## src/rtl/core/swrf_pkg.sv

```systemverilog
// ----------------------------------------------------------------------------
// swrf_pkg
// Shared types and constants for the sliding window rank filter.
// ----------------------------------------------------------------------------
package swrf_pkg;

    // window length (number of samples ranked)
    localparam int WINDOW = 3;

    localparam int SAMPLE_W = 16;
    localparam int PCT_W    = 7;
    localparam int SLOT_W   = (WINDOW > 1) ? $clog2(WINDOW) : 1;

    // reset value of the percentile register
    localparam logic [PCT_W-1:0] PCT_RESET = PCT_W'(50);

    typedef logic signed [SAMPLE_W-1:0] t_sample;
    typedef logic [SLOT_W-1:0]          t_slot;
    typedef logic [PCT_W-1:0]           t_pct;

    // one rank list entry: sample value and the window slot holding it
    typedef struct packed {
        t_sample value;
        t_slot   slot;
    } t_entry;

    // flags handed between neighbouring cells
    typedef struct packed {
        logic removed;   // the overwritten slot sits at or left of this cell
        logic ahead;     // compacted list entry here orders before the new one
    } t_link;

endpackage

```

## src/rtl/core/swrf_if.sv

```systemverilog
// ----------------------------------------------------------------------------
// swrf_if
// Valid/ready channels for the sample input and the ranked result.
// ----------------------------------------------------------------------------
interface swrf_in_if;
    logic              valid;
    logic              ready;
    swrf_pkg::t_sample sample;

    modport source (output valid, output sample, input ready);
    modport sink   (input valid, input sample, output ready);
endinterface

interface swrf_out_if;
    logic              valid;
    logic              ready;
    swrf_pkg::t_sample ranked_value;

    modport source (output valid, output ranked_value, input ready);
    modport sink   (input valid, input ranked_value, output ready);
endinterface

```

## src/rtl/core/swrf_cell.sv

```systemverilog
// ----------------------------------------------------------------------------
// swrf_cell
// One position of the sorted rank list. Removes the overwritten slot and
// inserts the new sample by compare-and-shift with its neighbours.
// ----------------------------------------------------------------------------
module swrf_cell (
    input  logic                i_clk,
    input  logic                i_rst_n,
    input  logic                i_shift,       // item accepted this cycle
    input  swrf_pkg::t_slot     i_reset_slot,  // slot held here after reset
    input  swrf_pkg::t_entry    i_new,         // incoming sample and its slot
    input  swrf_pkg::t_entry    i_left,        // left neighbour entry
    input  swrf_pkg::t_entry    i_right,       // right neighbour entry
    input  logic                i_right_cmp,   // right neighbour orders before new
    input  swrf_pkg::t_link     i_link,        // from left neighbour
    input  swrf_pkg::t_pct      i_pct,
    input  swrf_pkg::t_pct      i_thr_lo,      // lowest percentile mapping here
    input  swrf_pkg::t_pct      i_thr_hi,      // lowest percentile of next rank
    input  logic                i_has_hi,
    output swrf_pkg::t_entry    o_entry,
    output logic                o_cmp,
    output swrf_pkg::t_link     o_link,
    output swrf_pkg::t_sample   o_sel_value    // next value if rank selected, else 0
);

    swrf_pkg::t_entry r_entry;
    swrf_pkg::t_entry n_entry;
    logic             match;
    logic             sel;

    // (value, slot) order against the new entry
    always_comb begin
        o_cmp = (r_entry.value < i_new.value) ||
                ((r_entry.value == i_new.value) && (r_entry.slot < i_new.slot));
    end

    assign match          = (r_entry.slot == i_new.slot);
    assign o_link.removed = i_link.removed | match;
    assign o_link.ahead   = o_link.removed ? i_right_cmp : o_cmp;
    assign o_entry        = r_entry;

    // pick from compacted list: keep, take new, or take the left or right neighbour
    always_comb begin
        if (o_link.ahead) begin
            n_entry = o_link.removed ? i_right : r_entry;
        end else if (i_link.ahead) begin
            n_entry = i_new;
        end else begin
            n_entry = i_link.removed ? r_entry : i_left;
        end
    end

    always_ff @(posedge i_clk) begin
        if (!i_rst_n) begin
            r_entry.value <= '0;
            r_entry.slot  <= i_reset_slot;
        end else if (i_shift) begin
            r_entry <= n_entry;
        end
    end

    // rank select for the result
    assign sel         = (i_pct >= i_thr_lo) && !(i_has_hi && (i_pct >= i_thr_hi));
    assign o_sel_value = sel ? n_entry.value : '0;

endmodule

```

## src/rtl/core/sliding_window_rank_filter.sv

```systemverilog
// ----------------------------------------------------------------------------
// sliding_window_rank_filter
// Order statistic filter over the last WINDOW samples, rank set by percentile.
// ----------------------------------------------------------------------------
//  channel       dir  handshake     payload
//  i_sample_ch   in   valid/ready   sample        s16
//  o_result_ch   out  valid/ready   ranked_value  s16
//  i_cfg_*       in   write enable  percentile    u7
//
//  One item per clock: the cell row updates in the accept cycle and the
//  result lands in the output register at that edge. Synchronous active low
//  reset: window zero, rank list 0..WINDOW-1, percentile 50. Input is
//  stalled only while a result waits untaken.
// ----------------------------------------------------------------------------
module sliding_window_rank_filter (
    input  logic                 i_clk,
    input  logic                 i_rst_n,
    swrf_in_if.sink              i_sample_ch,
    swrf_out_if.source           o_result_ch,
    input  logic                 i_cfg_we,
    input  logic [6:0]           i_cfg_wdata
);

    localparam int W     = swrf_pkg::WINDOW;
    localparam int DEN   = (W > 1) ? 2 * (W - 1) : 1;

    swrf_pkg::t_pct    r_pct;
    swrf_pkg::t_slot   r_wptr;
    logic              r_out_valid;
    swrf_pkg::t_sample r_out_value;
    logic              shift;
    swrf_pkg::t_entry  new_entry;
    swrf_pkg::t_sample n_out_value;

    swrf_pkg::t_entry  entry   [W];
    logic              cmp     [W];
    swrf_pkg::t_link   link    [W];
    swrf_pkg::t_sample sel_val [W];

    // handshake
    assign i_sample_ch.ready     = !r_out_valid || o_result_ch.ready;
    assign shift                 = i_sample_ch.valid && i_sample_ch.ready;
    assign new_entry.value       = i_sample_ch.sample;
    assign new_entry.slot        = r_wptr;
    assign o_result_ch.valid     = r_out_valid;
    assign o_result_ch.ranked_value = r_out_value;

    // cell row
    for (genvar i = 0; i < W; i++) begin : g_cell
        localparam int LO  = (i == 0) ? 0 : (200 * i - 100 + DEN - 1) / DEN;
        localparam int HI  = (i == W - 1) ? 0 : (200 * (i + 1) - 100 + DEN - 1) / DEN;

        swrf_pkg::t_entry left_e;
        swrf_pkg::t_entry right_e;
        logic             right_c;
        swrf_pkg::t_link  in_link;

        if (i == 0) begin : g_first
            assign left_e          = entry[i];
            assign in_link.removed = 1'b0;
            assign in_link.ahead   = 1'b1;
        end else begin : g_mid
            assign left_e  = entry[i-1];
            assign in_link = link[i-1];
        end

        if (i == W - 1) begin : g_last
            assign right_e = entry[i];
            assign right_c = 1'b0;
        end else begin : g_inner
            assign right_e = entry[i+1];
            assign right_c = cmp[i+1];
        end

        swrf_cell u_cell (
            .i_clk        (i_clk),
            .i_rst_n      (i_rst_n),
            .i_shift      (shift),
            .i_reset_slot (swrf_pkg::SLOT_W'(i)),
            .i_new        (new_entry),
            .i_left       (left_e),
            .i_right      (right_e),
            .i_right_cmp  (right_c),
            .i_link       (in_link),
            .i_pct        (r_pct),
            .i_thr_lo     (swrf_pkg::PCT_W'(LO)),
            .i_thr_hi     (swrf_pkg::PCT_W'(HI)),
            .i_has_hi     (i != W - 1),
            .o_entry      (entry[i]),
            .o_cmp        (cmp[i]),
            .o_link       (link[i]),
            .o_sel_value  (sel_val[i])
        );
    end

    // one cell selected: OR the gated values
    always_comb begin
        n_out_value = '0;
        for (int k = 0; k < W; k++) begin
            n_out_value = n_out_value | sel_val[k];
        end
    end

    // percentile register
    always_ff @(posedge i_clk) begin
        if (!i_rst_n) begin
            r_pct <= swrf_pkg::PCT_RESET;
        end else if (i_cfg_we) begin
            r_pct <= i_cfg_wdata;
        end
    end

    // write pointer, wraps at window end
    always_ff @(posedge i_clk) begin
        if (!i_rst_n) begin
            r_wptr <= '0;
        end else if (shift) begin
            if (r_wptr == swrf_pkg::SLOT_W'(W - 1)) begin
                r_wptr <= '0;
            end else begin
                r_wptr <= r_wptr + 1'b1;
            end
        end
    end

    // output register
    always_ff @(posedge i_clk) begin
        if (!i_rst_n) begin
            r_out_valid <= 1'b0;
        end else if (shift) begin
            r_out_valid <= 1'b1;
        end else if (o_result_ch.ready) begin
            r_out_valid <= 1'b0;
        end
    end

    always_ff @(posedge i_clk) begin
        if (shift) begin
            r_out_value <= n_out_value;
        end
    end

endmodule

```

## src/flat_wrapper.sv

```systemverilog
// flat-port wrapper written by rule: the top's interface ports become plain ports
module sliding_window_rank_filter_flat 
  (i_clk, i_rst_n, i_cfg_we, i_cfg_wdata, i_sample_ch_valid, i_sample_ch_sample, i_sample_ch_ready, o_result_ch_valid, o_result_ch_ranked_value, o_result_ch_ready);
  swrf_in_if i_sample_ch_i ();
  swrf_out_if o_result_ch_i ();
  input  logic i_clk;
  input  logic i_rst_n;
  input  logic i_cfg_we;
  input  logic [6:0] i_cfg_wdata;
  input wire logic [$bits(i_sample_ch_i.valid)-1:0] i_sample_ch_valid;
  input wire logic [$bits(i_sample_ch_i.sample)-1:0] i_sample_ch_sample;
  output wire logic [$bits(i_sample_ch_i.ready)-1:0] i_sample_ch_ready;
  output wire logic [$bits(o_result_ch_i.valid)-1:0] o_result_ch_valid;
  output wire logic [$bits(o_result_ch_i.ranked_value)-1:0] o_result_ch_ranked_value;
  input wire logic [$bits(o_result_ch_i.ready)-1:0] o_result_ch_ready;
  assign i_sample_ch_i.valid = i_sample_ch_valid;
  assign i_sample_ch_i.sample = i_sample_ch_sample;
  assign i_sample_ch_ready = i_sample_ch_i.ready;
  assign o_result_ch_valid = o_result_ch_i.valid;
  assign o_result_ch_ranked_value = o_result_ch_i.ranked_value;
  assign o_result_ch_i.ready = o_result_ch_ready;
  sliding_window_rank_filter u_core (.i_clk(i_clk), .i_rst_n(i_rst_n), .i_sample_ch(i_sample_ch_i), .o_result_ch(o_result_ch_i), .i_cfg_we(i_cfg_we), .i_cfg_wdata(i_cfg_wdata));
endmodule
```

## config.mk

```make
export PLATFORM = sky130hd
export DESIGN_NAME = sliding_window_rank_filter_flat
export DESIGN_NICKNAME = d
export VERILOG_FILES = /design/src/rtl/core/swrf_pkg.sv /design/src/rtl/core/swrf_if.sv /design/src/rtl/core/swrf_cell.sv /design/src/rtl/core/sliding_window_rank_filter.sv /design/src/flat_wrapper.sv
export SDC_FILE = /design/constraint.sdc
export NUM_CORES = 1
export LEC_CHECK = 0
export BUFFER_PORTS_ARGS = -buffer_cell sky130_fd_sc_hd__buf_2
export CELL_PAD_IN_SITES_DETAIL_PLACEMENT = 0
export CELL_PAD_IN_SITES_GLOBAL_PLACEMENT = 1
export CORE_MARGIN = 4
export CORE_UTILIZATION = 47
export CTS_CLUSTER_SIZE = 10
export DETAILED_ROUTE_END_ITERATION = 12
export GPL_TIMING_DRIVEN = 1
export PLACE_DENSITY = 0.87
export SKIP_LAST_GASP = 1
export SYNTH_ARGS = -nofsm -noshare
export SYNTH_HDL_FRONTEND = slang
export SYNTH_HIERARCHICAL = 1
export SYNTH_SLANG_ARGS = --single-unit
```

## constraint.sdc

```tcl
create_clock -name i_clk -period 6.7 [get_ports i_clk]
set_clock_uncertainty 0.1 [all_clocks]
set_input_delay 2.01 -clock i_clk [delete_from_list [all_inputs] [get_ports i_clk]]
set_output_delay 2.01 -clock i_clk [all_outputs]
set_load 0.03 [all_outputs]
```

== After elaboration in Yosys (flattened, before gate mapping) ==
Cells that the tools add are included.
Word-level totals
  register bits after elaboration: 80
  input bits: 28
  output and inout port bits: 18
  logic and storage cells: 63
Cells by class
  add/subtract/negate cells: 1
  $lt $le $gt $ge: 9
  eq/ne operators: 7
  multiplexer cells: 16
  bitwise operators: 5
  reductions and logical operators: 15
Operators with widths (count)
  $mux 18: 7
  $eq 16x16->1: 3
  $lt 16x16->1: 3
  $mux 16: 3
  $or 16x16->16: 2
  $ge 7x1->1 const B: 1
  $ge 7x5->1 const B: 1
  $ge 7x7->1 const B: 1
  $eq 2x2->1: 3
  $logic_and 1x1->1: 6
  $lt 2x2->1: 3
  $mux 1: 5
  $logic_or 1x1->1: 4
  $logic_not 1->1: 3
  $add 2x1->2 const B: 1
  $eq 2x2->1 const B: 1
  $mux 2: 1
  $or 1x1->1: 2
  $reduce_and 2->1: 1
  $reduce_bool 2->1: 1
  $not 1->1: 1

== Depth between registers and ports, before layout ==
  depth after elaboration: 9
  gate-level depth with buffers: 19
  mapped depth without buffers: 15

== Modules after synthesis ==
Netlist, hierarchy kept.
Modules (own cells, without submodules)
  swrf_cell at u_core.g_cell[0].u_cell ...: instances 2, cells each 341, area each 2343.5 µm², seq. area each 380.4 µm²
  swrf_cell at u_core.g_cell[2].u_cell: instances 1, cells each 300, area each 2263.4 µm², seq. area each 380.4 µm²
  sliding_window_rank_filter: instances 1, cells each 72, area each 994.7 µm², seq. area each 680.7 µm²

== Worst setup path after synthesis ==
No wires, ideal clock.
  path kind: input to register
  from: input port i_sample_ch_sample[13]
  to: register u_core.r_out_value[3] (netlist: u_core/o_result_ch.ranked_value[3]), data pin
  library setup time: 0.265 ns
  data arrival time: 5.357 ns
  setup slack: 0.978 ns
  stages: 18
  path buffers: 4
  cell sequence: inv_1 -> ha_1 -> a21o_1 -> a221o_1 -> nor3b_2 -> or2_2 -> and2_1 -> clkbuf_1 -> clkbuf_1 -> or2b_1 -> clkbuf_1 -> clkbuf_1 -> nor2_1 -> a21oi_1 -> o21ai_0 -> nor2_1 -> nor3_1 -> or3_1
RTL lines
  start: declaration: RTL line flat_wrapper.sv:11  | input wire logic [$bits(i_sample_ch_i.sample)-1:0] i_sample_ch_sample;
  end signal: assignment: RTL line sliding_window_rank_filter.sv:139  | r_out_value <= n_out_value;
  end: declaration: RTL line sliding_window_rank_filter.sv:30  | swrf_pkg::t_sample r_out_value;

==> summary.md <==
| Metric | Value |
|---|---|
| Slowest CP cell | or2b_1 |
| Post-CTS Setup Repair Bufs | 0 |
| Max-slew headroom | 15.22% |
| Worst r2r dst | u_core/o_result_ch.ranked_value[8] |
| Filler Cells Inserted | about 1700 |
| Final setup vio count | 0 |
| Uppermost layer routed | met4 |
| CTS clk-pin slew, worst paths | around 60 ps |
| FMAX | 0.1737 GHz |
| Ys Warns | 6 |
| Final nets | 1238 |
| Critical path class | input pin to flop |
| RSZ-0062 raised after global routing | no |
| Placed cell areas | about 0.0084 mm2 |
| Clock sink count | 80 |
| Ant diodes | 0 |
| Finished Cell Area | 0.008661 mm2 |
| CP arrival | 5750 ps |
| Layout Cells excl Fill | roughly 1300 |
| First-pass GRT wire length | 36.02 mm |
| H-tree levels | 3 |
| Vias in the first global route | 6865 |
| CTS Root Cell | clkbuf_16 |
| Pin count of the biggest net entering global routing | 55 |
| TritonCTS Buffers | 9 |
| Placed Cells | 1323 |
| Worst skew pair latency | 350 ps |
| Critical path endpoint | u_core/o_result_ch.ranked_value[8] |
| Slew Limit Fails | 0 |
| Routed Wire Length | 22.10 mm |
| R2R setup slack | ~2200 ps |
| Hold Path Depth | 2 |
| Port Buf Inserts | 45 |
| Max-cap viol count | 0 |
| Starting Density | between 40% and 50% |
| Grt ovf | 0 |
| Worst-Margin Slew | 1272 ps |
| Critical Path, Cell by Cell | buf_2, inv_1, ha_1, nand4_2, nor4_2, a21boi_2, nor3b_2, o21ai_4, or2b_1, a211oi_1, a211oi_1, a21oi_1, a211oi_1, or3_1 |
| Placeable Area | approximately 0.017 mm2 |
| Worst vdd ir | around 150 uV |
| Netlist Area Pre-Place | around 0.0079 mm2 |
| Met2 Wirelength | 10.70 mm |
| Drc violations | 0 |
| TritonCTS clock tree | done |
| PD cells | roughly 230 mW/mm2 |
| Die Ht | 137.9 um |
| Met3 WL | around 970 um |
| Post-DRT Antenna Nets | 0 |
| Max FO, Critical Path | 31 |
| Initial antenna violation count | 0 |
| Status | complete, no violations |
| Per-cell routed wire length | about 17 um |
| Crit path launch | i_sample_ch_sample[15] |
| PnR worst setup slack | ~940 ps |
| Full die area | about 0.019 mm2 |
| Via density | approximately 5.5 |
| Final worst path period share | 85.91% |
| Tot GR Track Use | 24.31% |
| First-pass DRT Iterations | 6 |
| WHS | 425.2 ps |
| R2R cell count | 15 |
| CTS Buffer Depth | 2 |
| Multi-input logic area | 0.005594 mm2 |
| Share of cells above drive strength 1 | under 10% |
| DP Wirelength | 16.30 mm |
| HP Class | flop to flop |
| Site Rows | 47 |
| GP Congestion | around 0.95 |
| Synthesized area per cell | between 7 and 8 um2 |
| WP data required | 6690 ps |
| Hold Vio Cnt, Final | 0 |
| Starting DRT DRC Count | between 500 and 600 |
| Final setup TNS | 0 ps |
| Post-Synthesis Cells | about 1100 |
| Hold buffers post-CTS | 0 |
| Met1 WL | 9.629 mm |
| Worst R2R Start | u_core/r_wptr[1] |
| Via count | 7303 |
| Tmin final | ~5800 ps |
| Register area | about 0.0018 mm2 |
| Setup crit start kind | input pin |
| P&R area growth vs syn | 9.180% |
| CP most frequent cell | a211oi_1 |
| Post-CTS resize count | 0 |
| IO Pins | 46 |
| CP max stage delay | 680 ps |
| Lkg Pwr | ~4.1 nW |
| Die Span X | 137.9 um |
| Worst setup EP type | flop |
| Pre-CTS WS | 644.3 ps |
-- through the flow --
step	power, mW	utilization, %
finish	1.997	52.23
global route	2.152	52.23
CTS	1.998	52.23
detailed placement	1.531	50.70
global placement	1.524	50.70
floorplan	1.333	-
-- metal layers --
layer / GRT usage [%] / up-vias
met3: 3.628 / 45
met1: 30.68 / 3322
met4: 10.10 / 0
met2: 41.46 / 193
li1: - / 3743
met5: 0 / -
-- power by group --
group | leakage, nW | switching (mW) | internal, mW
combinational | 3.27 | 0.563 | 0.323
sequential | 0.697 | 0.0790 | 0.575
clock | 0.122 | 0.205 | 0.252
-- worst min path at each step --
stage	end	startpoint	slack [ps]
finish	u_core/o_result_ch.valid	u_core/o_result_ch.valid	430
CTS	u_core/o_result_ch.valid	u_core/o_result_ch.valid	430
floorplan	u_core/g_cell[0].u_cell/o_entry[2]	u_core/g_cell[0].u_cell/o_entry[2]	370
global route	u_core/o_result_ch.valid	u_core/o_result_ch.valid	440
detailed placement	u_core/o_result_ch.valid	u_core/o_result_ch.valid	420
global placement	u_core/g_cell[0].u_cell/o_entry[2]	u_core/g_cell[0].u_cell/o_entry[2]	410
-- state kept, by name, summed over array words and instances, names as in the netlist --
signal / cells
u_core/g_cell.u_cell/o_entry: 54
u_core/r_pct: 7
u_core/o_result_ch.ranked_value: 16
u_core/r_wptr: 2
u_core/o_result_ch.valid: 1
-- cell usage in the layout, fill, tap and decap left out, types with 43 or more instances in the layout --
cell / n
ha_1: 96
buf_2: 45
nor2_1: 133
nand2_1: 121
inv_1: 103
mux2i_1: 74
o21ai_0: 43
conb_1: 56
a211oi_1: 57
dfxtp_1: 58
a21oi_1: 100
-- worst max-delay path: cells and delay by family --
family	cells	cell delay, ps
AND/OR/NAND/NOR	5	1600
AO/OA/AOI/OAI	6	1600
adder cells (fa/ha/maj)	1	330
buffers and inverters	2	180
-- final cells by class --
cell class | instances | share of cell area [%]
repair buffers | 59 | 3.814
multi-input cells | 861 | 64.59
clock buffers | 15 | 2.860
well taps | 220 | 3.178
flip-flops and latches | 80 | 21.03
inverters | 103 | 4.464
clock inverters | 1 | 0.05779
Power figures use the tool's default switching activity.
